===== src/hdl/cclfp_pkg.sv =====
// package for the control code and length frame parser
// result kinds, link byte codes and the result word type; no dependencies
`timescale 1ns / 1ps

package cclfp_pkg;

  localparam logic [3:0] KIND_FREE       = 4'd0;
  localparam logic [3:0] KIND_SENDING    = 4'd1;
  localparam logic [3:0] KIND_DONE       = 4'd2;
  localparam logic [3:0] KIND_BUSY       = 4'd3;
  localparam logic [3:0] KIND_END        = 4'd4;
  localparam logic [3:0] KIND_HELLO      = 4'd5;
  localparam logic [3:0] KIND_TOKEN_OK   = 4'd6;
  localparam logic [3:0] KIND_TOKEN_REJ  = 4'd7;
  localparam logic [3:0] KIND_DATA       = 4'd8;
  localparam logic [3:0] KIND_DATA_SHORT = 4'd9;

  localparam logic [7:0] CODE_FREE       = 8'h01;
  localparam logic [7:0] CODE_BUSY       = 8'h02;
  localparam logic [7:0] CODE_OPEN       = 8'h03;
  localparam logic [7:0] CODE_SENDING    = 8'h04;
  localparam logic [7:0] CODE_DONE       = 8'h05;
  localparam logic [7:0] CODE_OPEN_SHORT = 8'h06;
  localparam logic [7:0] CODE_END        = 8'h08;
  localparam logic [7:0] CODE_HELLO      = 8'h09;
  localparam logic [7:0] CODE_TOKEN_OK   = 8'h0A;
  localparam logic [7:0] CODE_TOKEN_REJ  = 8'h0B;

  typedef struct packed {
    logic [3:0] kind;
    logic [7:0] payload_byte;
    logic       has_byte;
    logic       frame_last;
  } result_t;

endpackage


===== src/hdl/cclfp_parser.sv =====
// frame state and per-byte decode for the control code and length frame parser
// depends on cclfp_pkg
`timescale 1ns / 1ps

module cclfp_parser (
  input  logic                clk,
  input  logic                rst,
  input  logic                fire,
  input  logic [7:0]          rx_byte,
  output logic                res_valid,
  output cclfp_pkg::result_t  res
);
  import cclfp_pkg::*;

  logic       in_frame, in_frame_next;
  logic       length_known, length_known_next;
  logic [7:0] frame_length, frame_length_next;
  logic [7:0] bytes_seen, bytes_seen_next;
  logic       short_frame, short_frame_next;
  logic [7:0] seen_inc;
  logic [3:0] data_kind;

  assign seen_inc  = bytes_seen + 8'd1;
  assign data_kind = short_frame ? KIND_DATA_SHORT : KIND_DATA;

  always_comb begin
    in_frame_next     = in_frame;
    length_known_next = length_known;
    frame_length_next = frame_length;
    bytes_seen_next   = bytes_seen;
    short_frame_next  = short_frame;
    res_valid         = 1'b0;
    res.kind          = KIND_FREE;
    res.payload_byte  = 8'd0;
    res.has_byte      = 1'b0;
    res.frame_last    = 1'b1;
    if (!in_frame) begin
      unique case (rx_byte) inside
        CODE_FREE:      begin res_valid = 1'b1; res.kind = KIND_FREE;      end
        CODE_SENDING:   begin res_valid = 1'b1; res.kind = KIND_SENDING;   end
        CODE_DONE:      begin res_valid = 1'b1; res.kind = KIND_DONE;      end
        CODE_BUSY:      begin res_valid = 1'b1; res.kind = KIND_BUSY;      end
        CODE_END:       begin res_valid = 1'b1; res.kind = KIND_END;       end
        CODE_HELLO:     begin res_valid = 1'b1; res.kind = KIND_HELLO;     end
        CODE_TOKEN_OK:  begin res_valid = 1'b1; res.kind = KIND_TOKEN_OK;  end
        CODE_TOKEN_REJ: begin res_valid = 1'b1; res.kind = KIND_TOKEN_REJ; end
        CODE_OPEN, CODE_OPEN_SHORT: begin
          in_frame_next     = 1'b1;
          length_known_next = 1'b0;
          frame_length_next = 8'd0;
          bytes_seen_next   = 8'd0;
          short_frame_next  = (rx_byte == CODE_OPEN_SHORT);
        end
        default: begin
        end
      endcase
    end else if (!length_known) begin
      length_known_next = 1'b1;
      frame_length_next = rx_byte;
      bytes_seen_next   = 8'd0;
      if (rx_byte == 8'd0) begin
        in_frame_next     = 1'b0;
        length_known_next = 1'b0;
        res_valid         = 1'b1;
        res.kind          = data_kind;
      end
    end else begin
      bytes_seen_next  = seen_inc;
      res_valid        = 1'b1;
      res.kind         = data_kind;
      res.payload_byte = rx_byte;
      res.has_byte     = 1'b1;
      res.frame_last   = (seen_inc == frame_length);
      if (seen_inc == frame_length) begin
        in_frame_next     = 1'b0;
        length_known_next = 1'b0;
      end
    end
  end

  always_ff @(posedge clk) begin
    if (rst) begin
      in_frame     <= 1'b0;
      length_known <= 1'b0;
      frame_length <= 8'd0;
      bytes_seen   <= 8'd0;
      short_frame  <= 1'b0;
    end else if (fire) begin
      in_frame     <= in_frame_next;
      length_known <= length_known_next;
      frame_length <= frame_length_next;
      bytes_seen   <= bytes_seen_next;
      short_frame  <= short_frame_next;
    end
  end

  a_known_in_frame: assert property (@(posedge clk) disable iff (rst)
    length_known |-> in_frame)
    else $error("length known outside a frame");

  a_count_below_length: assert property (@(posedge clk) disable iff (rst)
    length_known |-> (frame_length != 8'd0) && (bytes_seen < frame_length))
    else $error("payload count reached frame length without closing");

  a_empty_is_last: assert property (@(posedge clk) disable iff (rst)
    (fire && res_valid && !res.has_byte) |-> res.frame_last)
    else $error("result without a byte not marked last");

  a_last_closes: assert property (@(posedge clk) disable iff (rst)
    (fire && res_valid && res.has_byte && res.frame_last) |=> !in_frame)
    else $error("last payload word did not close the frame");

endmodule


===== src/hdl/control_code_and_length_frame_parser.sv =====
// top level of the control code and length frame parser
// input register, parser and result register; depends on cclfp_pkg and cclfp_parser
`timescale 1ns / 1ps

// Accepts one link byte per cycle while in_ready is high and returns at most
// one result word for it. A byte is held in the input register, where the
// parser decodes it against the frame state, and the result is then captured
// in the result register when that register is free, and leaves from there.
// The frame state updates as each byte advances, for a rate of one byte per
// clock when not stalled; a stalled result register holds the input register,
// and input ready falls only when both are full. Bytes that give no result
// (unknown codes, frame openers, nonzero length bytes) yield no output word.
module control_code_and_length_frame_parser (
  input  logic       clk,
  input  logic       rst,
  input  logic       in_valid,
  output logic       in_ready,
  input  logic [7:0] rx_byte,
  output logic       out_valid,
  input  logic       out_ready,
  output logic [3:0] kind,
  output logic [7:0] payload_byte,
  output logic       has_byte,
  output logic       frame_last
);
  import cclfp_pkg::*;

  logic       hold_valid;
  logic [7:0] hold_byte;
  logic       res_valid;
  result_t    res;
  result_t    out_word;
  logic       out_free;
  logic       advance;

  assign out_free = !out_valid || out_ready;
  assign advance  = hold_valid && (!res_valid || out_free);
  assign in_ready = !hold_valid || advance;

  cclfp_parser u_parser (
    .clk       (clk),
    .rst       (rst),
    .fire      (advance),
    .rx_byte   (hold_byte),
    .res_valid (res_valid),
    .res       (res)
  );

  always_ff @(posedge clk) begin
    if (rst) begin
      hold_valid <= 1'b0;
    end else if (in_ready) begin
      hold_valid <= in_valid;
    end
  end

  always_ff @(posedge clk) begin
    if (in_ready && in_valid) begin
      hold_byte <= rx_byte;
    end
  end

  always_ff @(posedge clk) begin
    if (rst) begin
      out_valid <= 1'b0;
    end else if (out_free) begin
      out_valid <= advance && res_valid;
    end
  end

  always_ff @(posedge clk) begin
    if (out_free && advance && res_valid) begin
      out_word <= res;
    end
  end

  assign kind         = out_word.kind;
  assign payload_byte = out_word.payload_byte;
  assign has_byte     = out_word.has_byte;
  assign frame_last   = out_word.frame_last;

  a_stall_holds_input: assert property (@(posedge clk) disable iff (rst)
    (hold_valid && !advance) |=> hold_valid && $stable(hold_byte))
    else $error("held word lost while result register stalled");

  a_no_overwrite: assert property (@(posedge clk) disable iff (rst)
    (out_valid && !out_ready) |-> !(advance && res_valid))
    else $error("result produced into a full result register");

  a_ready_when_empty: assert property (@(posedge clk) disable iff (rst)
    !hold_valid |-> in_ready)
    else $error("input not ready with an empty input register");

endmodule


===== config.mk =====
export PLATFORM = sky130hd
export DESIGN_NAME = control_code_and_length_frame_parser
export DESIGN_NICKNAME = d
export VERILOG_FILES = /design/src/hdl/cclfp_pkg.sv /design/src/hdl/cclfp_parser.sv /design/src/hdl/control_code_and_length_frame_parser.sv
export SDC_FILE = /design/constraint.sdc
export NUM_CORES = 1
export LEC_CHECK = 0
export BUFFER_PORTS_ARGS = -buffer_cell sky130_fd_sc_hd__buf_2
export CORE_ASPECT_RATIO = 0.8
export CORE_MARGIN = 2
export CORE_UTILIZATION = 29
export CTS_CLUSTER_SIZE = 8
export DETAILED_ROUTE_END_ITERATION = 8
export MAX_ROUTING_LAYER = met4
export PLACE_DENSITY = 0.53
export RECOVER_POWER = 25
export SETUP_SLACK_MARGIN = 0.4
export SLEW_MARGIN = 20
export SYNTH_ARGS = -nofsm -noshare
export SYNTH_HDL_FRONTEND = slang
export SYNTH_HIERARCHICAL = 1
export SYNTH_SLANG_ARGS = --single-unit

===== constraint.sdc =====
create_clock -name clk -period 3.6 [get_ports clk]
set_clock_uncertainty 0.05 [all_clocks]
set_input_delay 0.18 -clock clk [delete_from_list [all_inputs] [get_ports clk]]
set_output_delay 0.18 -clock clk [all_outputs]
set_load 0.02 [all_outputs]

==> metrics, run 1 <==
status=finished, final reports clean; Hold Path Origin=rx_byte[1]; total power=0.878 mW; GR Util met2=16.9%; worst hold path type=in -> reg; met3 Use GR=3.59%; Worst R2R Start=hold_byte[5]; Max-slew headroom=57.6%; CP Capture Point=u_parser/length_known; CP Launch Point=hold_byte[5]; register area share after synthesis=52.0%; vias in the first global route=1433; synthesized instance count=195; Top FF cell, synth=edfxtp_1; Tcrit/Tclk final=81.5%; Area contributors post-synth=edfxtp_1 32%, dfxtp_1 20%, nor2_1 5.1%; nets=238; IO Port Bufs=27; Cell Rows=27; Yosys reg bits=43; Worst EP required=3780 ps; DR DRC count=0; worst-skew pair later-pin latency=290 ps; Netlist cell types=60; grt ovf=0; FF-to-FF End=u_parser/length_known; post-DP HPWL=3190 um; first-iteration detailed-routing DRC count=85; cts hold-fix bufs=1; Setup Buffers After CTS=0; maximum vdd ir drop=0.132 mV; Critical Path Start Type=flop; fin util=34.4%; GPL Wtd Cong=0.822; Final Slew Violations=0; Synth Net Count=208; setup slack, reg-to-reg=670 ps; Achievable Freq=0.341 GHz; Switch Pwr=0.187 mW; final wirelength=4490 um; RSZ-0062 raised after global routing=no; Post-Syn Area=2080 um2; top cell type's share of synthesized area=31.8%; Chip Height=79.7 um; clock root cell=clkbuf_8; slew at the pin closest to its max-slew limit=634 ps; largest area contributor in the netlist=edfxtp_1; Starting Density=30.0%; Reg power frac=60.1%; clock-pin slew of the registers on the worst-case setup and hold paths=80 ps; CP arrival=3110 ps; count leader, synth=nor2_1; max_cap viols=0; Layout Cells excl Fill=313; antenna cells=0; initial antenna violation count=0; Crit Path Max Fanout=7; Worst R2R Path Depth=9; Commonest cells post-synth=28 x nor2_1, 22 x edfxtp_1, 21 x dfxtp_1; final setup TNS=0 ps; CP Capture Type=flop; crit path time final=2930 ps; Post-DRT Antenna Nets=0; Die Width=98.7 um; layout overhead on the synthesized area=14.6%; Wirelength per Cell=14.3 um; power density cells=368 nW/um2; proportion of layout cells with a drive suffix above 1=18.6%; Post-synth EDFFs=22; P_int=0.690 mW; TritonRoute pass-1 iters=4; clock buffer depth=2; Syn. warnings=6; Post-CTS Resized=0; Num CTS Buffers=5; Logic pwr share=4.2%; M1 GR Usage=17.4%; die area=7870 um2; GRT Total Usage=12.5%; clock power share=35.7%; largest net degree at the start of global routing=22; switch share=21.3%; via-per-instance ratio=4.94; # fillers=703; dpl cells=301; CTS Sinks=43; Setup violations, final=0; Crit Path Class=reg -> reg; Syn Area/Cell=10.7 um2; P_leak=0.918 nW; htree depth=2; CTS tree=built; Core Area=6930 um2; FFs w/ async S/R, synth=0%; first-pass GRT wire length=7430 um; Vias=1545; peak-usage layer in the global routing report=met1; Ports=28; Final Hold Vio Count=0
[cell usage in the layout (no fill, tap or decap), types with 3 or more instances in the layout]
master	instances
clkbuf_8	6
dlygate4sd3_1	4
xnor2_1	4
clkbuf_1	13
inv_1	4
a31oi_1	4
o21ai_1	7
and3_1	7
buf_2	15
dfxtp_1	21
nand3_1	4
edfxtp_1	22
xor2_1	4
nand2b_1	3
nor2_1	28
nand2_1	7
a22oi_1	8
a21oi_1	15
[critical path, stage by stage (launching register included)]
cell and delay, ps:
edfxtp_1 440, or4_4 640, nor4b_4 310, nor2_2 100, nor2b_4 160, a21o_1 140, a21boi_1 190, and3b_1 260
or3_2 450, a31oi_1 130
[worst min path at each step]
stage / to / depth (start not counted)
4_1_cts: hold_byte[3] / 1
3_3_place_gp: hold_byte[7] / 1
6_report: hold_byte[1] / 1
5_1_grt: hold_byte[7] / 1
2_1_floorplan: hold_valid / 1
3_5_place_dp: hold_byte[4] / 1
[metal layers]
layer	vias to the layer above	part of all wire, %
li1	775	-
met2	40	41
met5	-	0
met4	0	1.8
met1	723	52
met3	7	5.1
[through the flow]
stage               setup WS [ps]  instance area, um2  hold WS (ps)
floorplan                     811                2080           199
global placement              682                2270           308
detailed placement            681                2270           308
CTS                           669                2370         0.203
global route                  438                2380        0.0778
finish                        667                2380          12.7
[power groups by stage]
stage | Clock (mW) | Combinational, mW | Sequential [mW]
3_3_place_gp | 0 | 0.0333 | 0.539
5_1_grt | 0.353 | 0.0400 | 0.529
3_5_place_dp | 0 | 0.0331 | 0.539
2_1_floorplan | 0 | 0.0277 | 0.533
4_1_cts | 0.329 | 0.0339 | 0.527
6_report | 0.314 | 0.0364 | 0.528
[final cells by class]
cell class | count | area [um2] | area share, %
Tap cell | 87 | 109 | 4.57
Timing Repair Buffer | 33 | 175 | 7.35
Multi-Input combinational cell | 138 | 912 | 38.3
Clock inverter | 1 | 5.00 | 0.210
Sequential cell | 43 | 1080 | 45.4
Clock buffer | 7 | 86.3 | 3.62
Inverter | 4 | 15.0 | 0.630
[sequential cells by signal (all words and copies together), names as in the netlist]
name	count
frame_last	1
u_parser/in_frame	1
u_parser/length_known	1
u_parser/short_frame	1
hold_valid	1
has_byte	1
kind	4
hold_byte	8
u_parser/bytes_seen	8
u_parser/frame_length	8
payload_byte	8
out_valid	1
[cell families after synthesis]
family / synth area share (%)
multiplexers: 1.56
XOR/XNOR: 4.15
AND/OR/NAND/NOR: 21.8
adder cells (fa/ha/maj): 0.602
buffers and inverters: 4.15
flip-flops: 52.0
AO/OA/AOI/OAI: 15.7
Note: power is estimated with default switching activity, not from simulation.
==> run 2, diff against run 1 <==
==> constraint.sdc (replaced) <==
create_clock -name clk -period 3.1 [get_ports clk]
set_clock_uncertainty 0.05 [all_clocks]
set_input_delay 0.155 -clock clk [delete_from_list [all_inputs] [get_ports clk]]
set_output_delay 0.155 -clock clk [all_outputs]
set_load 0.02 [all_outputs]
==> run 2 against run 1 <==
  * Routed wire length up 8.2%
  * Combinational power grew 57%
  * Clock-buffer cell count shrank 1
  * Sequential power increased by 16%
  * Setup slack worse by 180 ps
  * Sequential share of layout area down 2.6 points
  * Fmax grew 12%
  * Design area is 6.0% higher
==> metrics, run 2 (same netlist as run 1, synthesis figures left out) <==
Post-DRT Antenna Nets=0 (unchanged); proportion of layout cells with a drive suffix above 1=23.1% (+4.6 points); Vias=1599 (+3.5%); clock buffer depth=2 (unchanged); largest net degree at the start of global routing=22 (unchanged); Starting Density=30.0% (unchanged); # fillers=695 (-1.1%); crit-path cells=or4_4 > nor4b_4 > nor2_2 > nor2b_4 > a21o_1 > a21boi_4 > and3b_1 > or3_2 > a31oi_1; CP max stage delay=580 ps (-60 ps); Endpoint, Worst Hold=hold_valid; Core Area=6930 um2 (unchanged); power density cells=411 nW/um2 (+11%); fin util=36.5% (+2.1 points); Cell Rows=27 (unchanged); worst-skew pair later-pin latency=300 ps (about the same); clock-pin slew of the registers on the worst-case setup and hold paths=80 ps (about the same); clock root cell=clkbuf_8; Crit Path Class=reg -> reg; Setup WS pre-CTS=251 ps (-430 ps); DR DRC count=0 (unchanged); layout overhead on the synthesized area=21.5%; die area=7870 um2 (unchanged); post-DP HPWL=3500 um (+9.6%); FF-to-FF End=u_parser/length_known; vias in the first global route=1622 (+13%); Max-slew headroom=58.5% (+0.94 points); Tcrit/Tclk final=84.4% (+2.9 points); htree depth=2 (unchanged); Chip Height=79.7 um (unchanged); TritonRoute pass-1 iters=4 (unchanged); Ports=28 (unchanged); Worst R2R Path Depth=9 (unchanged); Crit Path Max Fanout=7 (unchanged); status=finished, final reports clean; Critical-path top delay cell=or4_4; first-iteration detailed-routing DRC count=83 (-2.4%); Setup violations, final=0 (unchanged); Final Slew Violations=0 (unchanged); crit path time final=2620 ps (-317 ps); CTS Sinks=43 (unchanged); GRT Total Usage=13.4% (+0.90 points); worst hold path type=in -> reg; first-pass GRT wire length=7940 um (+6.8%); leading cell type in the layout, fill and taps excluded=nor2_1; grt ovf=0 (unchanged); final wirelength=4860 um (+8.2%); maximum vdd ir drop=0.179 mV (+36%); RSZ-0062 raised after global routing=yes; slew at the pin closest to its max-slew limit=622 ps (-11.8 ps); Num CTS Buffers=5 (unchanged); Hold Crit Depth=3 (+2); Achievable Freq=0.382 GHz (+12%); CP arrival=2790 ps (-320 ps); CTS tree=built; initial antenna violation count=0 (unchanged); Hold Path Origin=in_valid; total power=1.04 mW (+18%); CP Capture Type=flop; nets=254 (+6.7%); P_leak=0.991 nW (+7.9%); setup slack, reg-to-reg=480 ps (-180 ps); Final Hold Vio Count=0 (unchanged); CP Launch Point=hold_byte[7]; Worst EP required=3270 ps (-510 ps); Die Width=98.7 um (unchanged); final setup TNS=0 ps (unchanged); IO Port Bufs=27 (unchanged); commonest cells after routing, fill and taps aside=27 x nor2_1, 22 x edfxtp_1, 21 x dfxtp_1; Critical Path Start Type=flop; antenna cells=0 (unchanged); Wirelength per Cell=14.8 um (+3.0%); max_cap viols=0 (unchanged); Worst R2R Start=hold_byte[7]; via-per-instance ratio=4.86 (-1.5%); GPL Wtd Cong=0.897 (+9.1%); Worst Setup Slack, final=483 ps (-183 ps)
## run 2: cell count changes in the layout (fill, tap and decap cells not counted)
cell / delta
clkinv_1: +1
clkbuf_1: -1
dlygate4sd3_1: +4
clkinvlp_4: +1
a21boi_1: -1
nor2_1: -1
clkinv_2: -1
buf_4: +11
a21boi_4: +1
nor2_2: +1
buf_2: +1
## run 2: stage by stage
step	hold slack [ps]	area, um2	instances
final	43.8	2530	329
after global routing	46.7	2530	329
after CTS	31.4	2540	329
after detailed placement	285	2320	308
after global placement	282	2320	308
after floorplan	174	2080	195
## run 2: worst max-delay path by stage
stage	to	cells after the start
after global routing	u_parser/length_known	9
after detailed placement	u_parser/length_known	9
final	u_parser/length_known	9
after global placement	u_parser/length_known	9
after CTS	u_parser/length_known	9
after floorplan	u_parser/length_known	10
## run 2: report_power, final
group          internal [mW]  leakage [nW]  switching [mW]  total, mW
Combinational         0.0292         0.543          0.0278     0.0570
Sequential             0.602         0.403         0.00887      0.611
Clock                  0.178        0.0449           0.192      0.370
## run 2: critical path, delay by kind of cell, from the launching register on
kind,cells,cell delay (ps)
and+or+nand+nor,6,1710
DFF,1,400
AOI/OAI and AO/OA,3,380
## run 2: final cells by class
type	instances	area, um2	share of cell area [%]
sequential	43	1080	42.8
multi-input combinational	138	926	36.6
timing repair buffer	49	303	12.0
tap	87	109	4.31
clock buffer	6	82.6	3.27
inverter	4	15.0	0.594
clock inverter	2	11.3	0.446
## run 2: routing by layer
metal | vias to the layer above | wire (um) | GRT usage, %
li1 | 806 | - | -
met5 | - | 0 | -
met2 | 38 | 2000 | 19.2
met3 | 7 | 252 | 3.33
met1 | 748 | 2540 | 18.5
met4 | 0 | 65 | 4.93
## run 2: timing repair
item                                    CTS  global route
resized for setup                         1             1
pin swaps                                 2             1
gates cloned                              0             0
hold buffers                              8             0
endpoints found under the hold margin     8             0
endpoints found under the setup margin   13             4
buffers inserted                          5             0
==> run 3, diff against run 2 <==
--- a/config.mk
+++ b/config.mk
@@ -12,7 +12,7 @@
 export CTS_CLUSTER_SIZE = 8
 export DETAILED_ROUTE_END_ITERATION = 8
 export MAX_ROUTING_LAYER = met4
-export PLACE_DENSITY = 0.53
+export PLACE_DENSITY = 0.54
 export RECOVER_POWER = 25
 export SETUP_SLACK_MARGIN = 0.4
 export SLEW_MARGIN = 20
==> constraint.sdc (replaced) <==
create_clock -name clk -period 2.2 [get_ports clk]
set_clock_uncertainty 0.05 [all_clocks]
set_input_delay 0.11 -clock clk [delete_from_list [all_inputs] [get_ports clk]]
set_output_delay 0.11 -clock clk [all_outputs]
set_load 0.02 [all_outputs]
==> run 3 against run 2 <==
  * Design area rose by 15%
  * Global-route usage up 0.78 points
  * Setup slack got worse by 840 ps
  * The flow now finishes with violations (setup timing)
  * Critical endpoint unchanged
  * Fmax is 2.4% higher
==> metrics, run 3 (same netlist as run 1, synthesis figures left out) <==
Die Width=98.7 um (unchanged); Crit Path Class=reg -> reg; Num CTS Buffers=5 (unchanged); max_cap viols=0 (unchanged); clock-pin slew of the registers on the worst-case setup and hold paths=90 ps (about the same); CP Capture Type=flop; Tcrit/Tclk final=116% (+32 points); Chip Height=79.7 um (unchanged); Multi-input gate area=1040 um2 (+13%); GR Util met2=20.5% (+1.3 points); Setup violations, final=43 (+43); Worst R2R Path Depth=10 (+1); CTS tree=built; Core Area=6930 um2 (unchanged); GRT Total Usage=14.2% (+0.78 points); worst-skew pair later-pin latency=300 ps (about the same); Max-slew headroom=69.3% (+11 points); Worst Setup Slack, final=-356 ps (-839 ps); Storage cell area=1090 um2 (+1.3%); Worst EP required=2380 ps (-890 ps); Final Hold Vio Count=0 (unchanged); Critical Path Start Type=flop; setup slack, reg-to-reg=-360 ps (-840 ps); proportion of layout cells with a drive suffix above 1=42.2% (+19 points); Final Slew Violations=0 (unchanged); commonest cells after routing, fill and taps aside=34 x buf_4, 25 x buf_2, 24 x nor2_1; initial antenna violation count=0 (unchanged); switch share=22.6% (+0.54 points); clock root cell=clkbuf_8; first-iteration detailed-routing DRC count=91 (+9.6%); grt ovf=0 (unchanged); nets=280 (+10%); P_int=1.16 mW (+44%); Starting Density=30.0% (unchanged); failing checks=setup timing; CP max stage delay=570 ps (about the same); FF-to-FF End=u_parser/length_known; CP arrival=2740 ps (-50 ps); Cell Rows=27 (unchanged); # fillers=643 (-7.5%); peak-usage layer in the global routing report=met2; Post-DRT Antenna Nets=0 (unchanged); Wirelength per Cell=14.7 um (-0.44%); antenna cells=0 (unchanged); clock power share=35.7% (about the same); Crit Path Max Fanout=4 (-3); met3 Use GR=4.12% (+0.79 points); die area=7870 um2 (unchanged); layout overhead on the synthesized area=39.8%; largest net degree at the start of global routing=22 (unchanged); Reg power frac=56.7% (-2.1 points); final setup TNS=-10220 ps (-10220 ps); htree depth=2 (unchanged); Setup WS pre-CTS=-299 ps (-550 ps); clock buffer depth=2 (unchanged); Critical-path top delay cell=or4_4; Endpoint, Worst Hold=out_valid; crit-path cells=or4_4 > nor4b_4 > nor2_2 > nor2b_4 > a21o_1 > buf_6 > a21boi_4 > and3b_1 > or3_4 > a31oi_1; slew at the pin closest to its max-slew limit=461 ps (-161 ps); final wirelength=5220 um (+7.4%); Hold Path Origin=out_ready; post-DP HPWL=3490 um (about the same); IO Port Bufs=27 (unchanged); Worst R2R Start=hold_byte[6]; Vias=1753 (+9.6%); CTS Sinks=43 (unchanged); leading cell type in the layout, fill and taps excluded=buf_4; status=finished, violations left; power density cells=516 nW/um2 (+26%); Logic pwr share=7.5% (+2.0 points); vias in the first global route=1661 (+2.4%); worst hold path type=in -> reg; Switch Pwr=0.339 mW (+48%); RSZ-0062 raised after global routing=yes; Achievable Freq=0.391 GHz (+2.4%); Worst Hold Slack=61.3 ps (+17.5 ps); M1 GR Usage=19.0% (+0.45 points); DR DRC count=0 (unchanged); first-pass GRT wire length=8400 um (+5.8%); P_leak=1.22 nW (+23%); GPL Wtd Cong=0.822 (-8.4%); TritonRoute pass-1 iters=5 (+1); Ports=28 (unchanged); maximum vdd ir drop=0.262 mV (+46%); via-per-instance ratio=4.94 (+1.6%); crit path time final=2560 ps (-60.7 ps); Hold Crit Depth=3 (unchanged)
## run 3: cell types whose count changed in the layout (fill, tap and decap cells not counted), moves of 3 or more
cell      previous run  this run
nor2_4               0         3
buf_4               13        34
buf_2               16        25
clkbuf_1            12         2
buf_6                0         5
a21oi_1             15        11
dfxtp_4              0         3
dfxtp_1             21        16
nor2_1              27        24
a21oi_2              0         4
## run 3: how the worst max path moves through the flow
stage	start	end	depth (start not counted)
6_report	hold_byte[6]	u_parser/length_known	10
5_1_grt	hold_byte[6]	u_parser/length_known	10
4_1_cts	hold_byte[5]	u_parser/length_known	10
3_5_place_dp	hold_byte[6]	u_parser/length_known	9
3_3_place_gp	hold_byte[6]	u_parser/length_known	9
2_1_floorplan	hold_byte[6]	u_parser/length_known	10
## run 3: metal layers
metal / share of wire (%) / wire length [um]
met1: 49 / 2550
met2: 44 / 2280
met4: 1.6 / 85
met3: 5.9 / 309
met5: 0 / 0
## run 3: critical path, delay by kind of cell, from the launching register on
| family | cells | cell delay (ps) |
|---|---|---|
| and+or+nand+nor | 6 | 1590 |
| DFF | 1 | 410 |
| buffers and inverters | 1 | 120 |
| AOI/OAI and AO/OA | 3 | 330 |
## run 3: repair_timing
action	4_1_cts	5_1_grt
hold buffers	9	0
buffers inserted	5	5
gates resized for setup	22	12
hold endpoints to repair	9	0
setup endpoints to repair	46	47
pin swaps	9	6
## run 3: power groups by stage
stage | logic (mW) | clock network, mW | registers [mW]
after floorplan | 0.0477 | 0 | 0.873
after global placement | 0.0922 | 0 | 0.872
after detailed placement | 0.0912 | 0 | 0.873
after CTS | 0.108 | 0.557 | 0.852
after global routing | 0.122 | 0.600 | 0.853
final | 0.113 | 0.536 | 0.851
## run 3: area by class of cell
class,count,area share (%)
Clock inverter,1,0.301
Clock buffer,7,2.97
Inverter,4,0.517
Multi-Input combinational cell,138,35.9
Timing Repair Buffer,75,18.9
Sequential cell,43,37.7
Tap cell,87,3.75
## run 3: metrics by stage
step           cell area [um2]  utilization, %  cells  total power [mW]
4_1_cts                   2830            40.8    350              1.52
3_5_place_dp              2520            36.4    328             0.964
3_3_place_gp              2520            36.4    328             0.965
5_1_grt                   2910            42.0    355              1.57
6_report                  2910            42.0    355              1.50
2_1_floorplan             2120               -    195             0.921
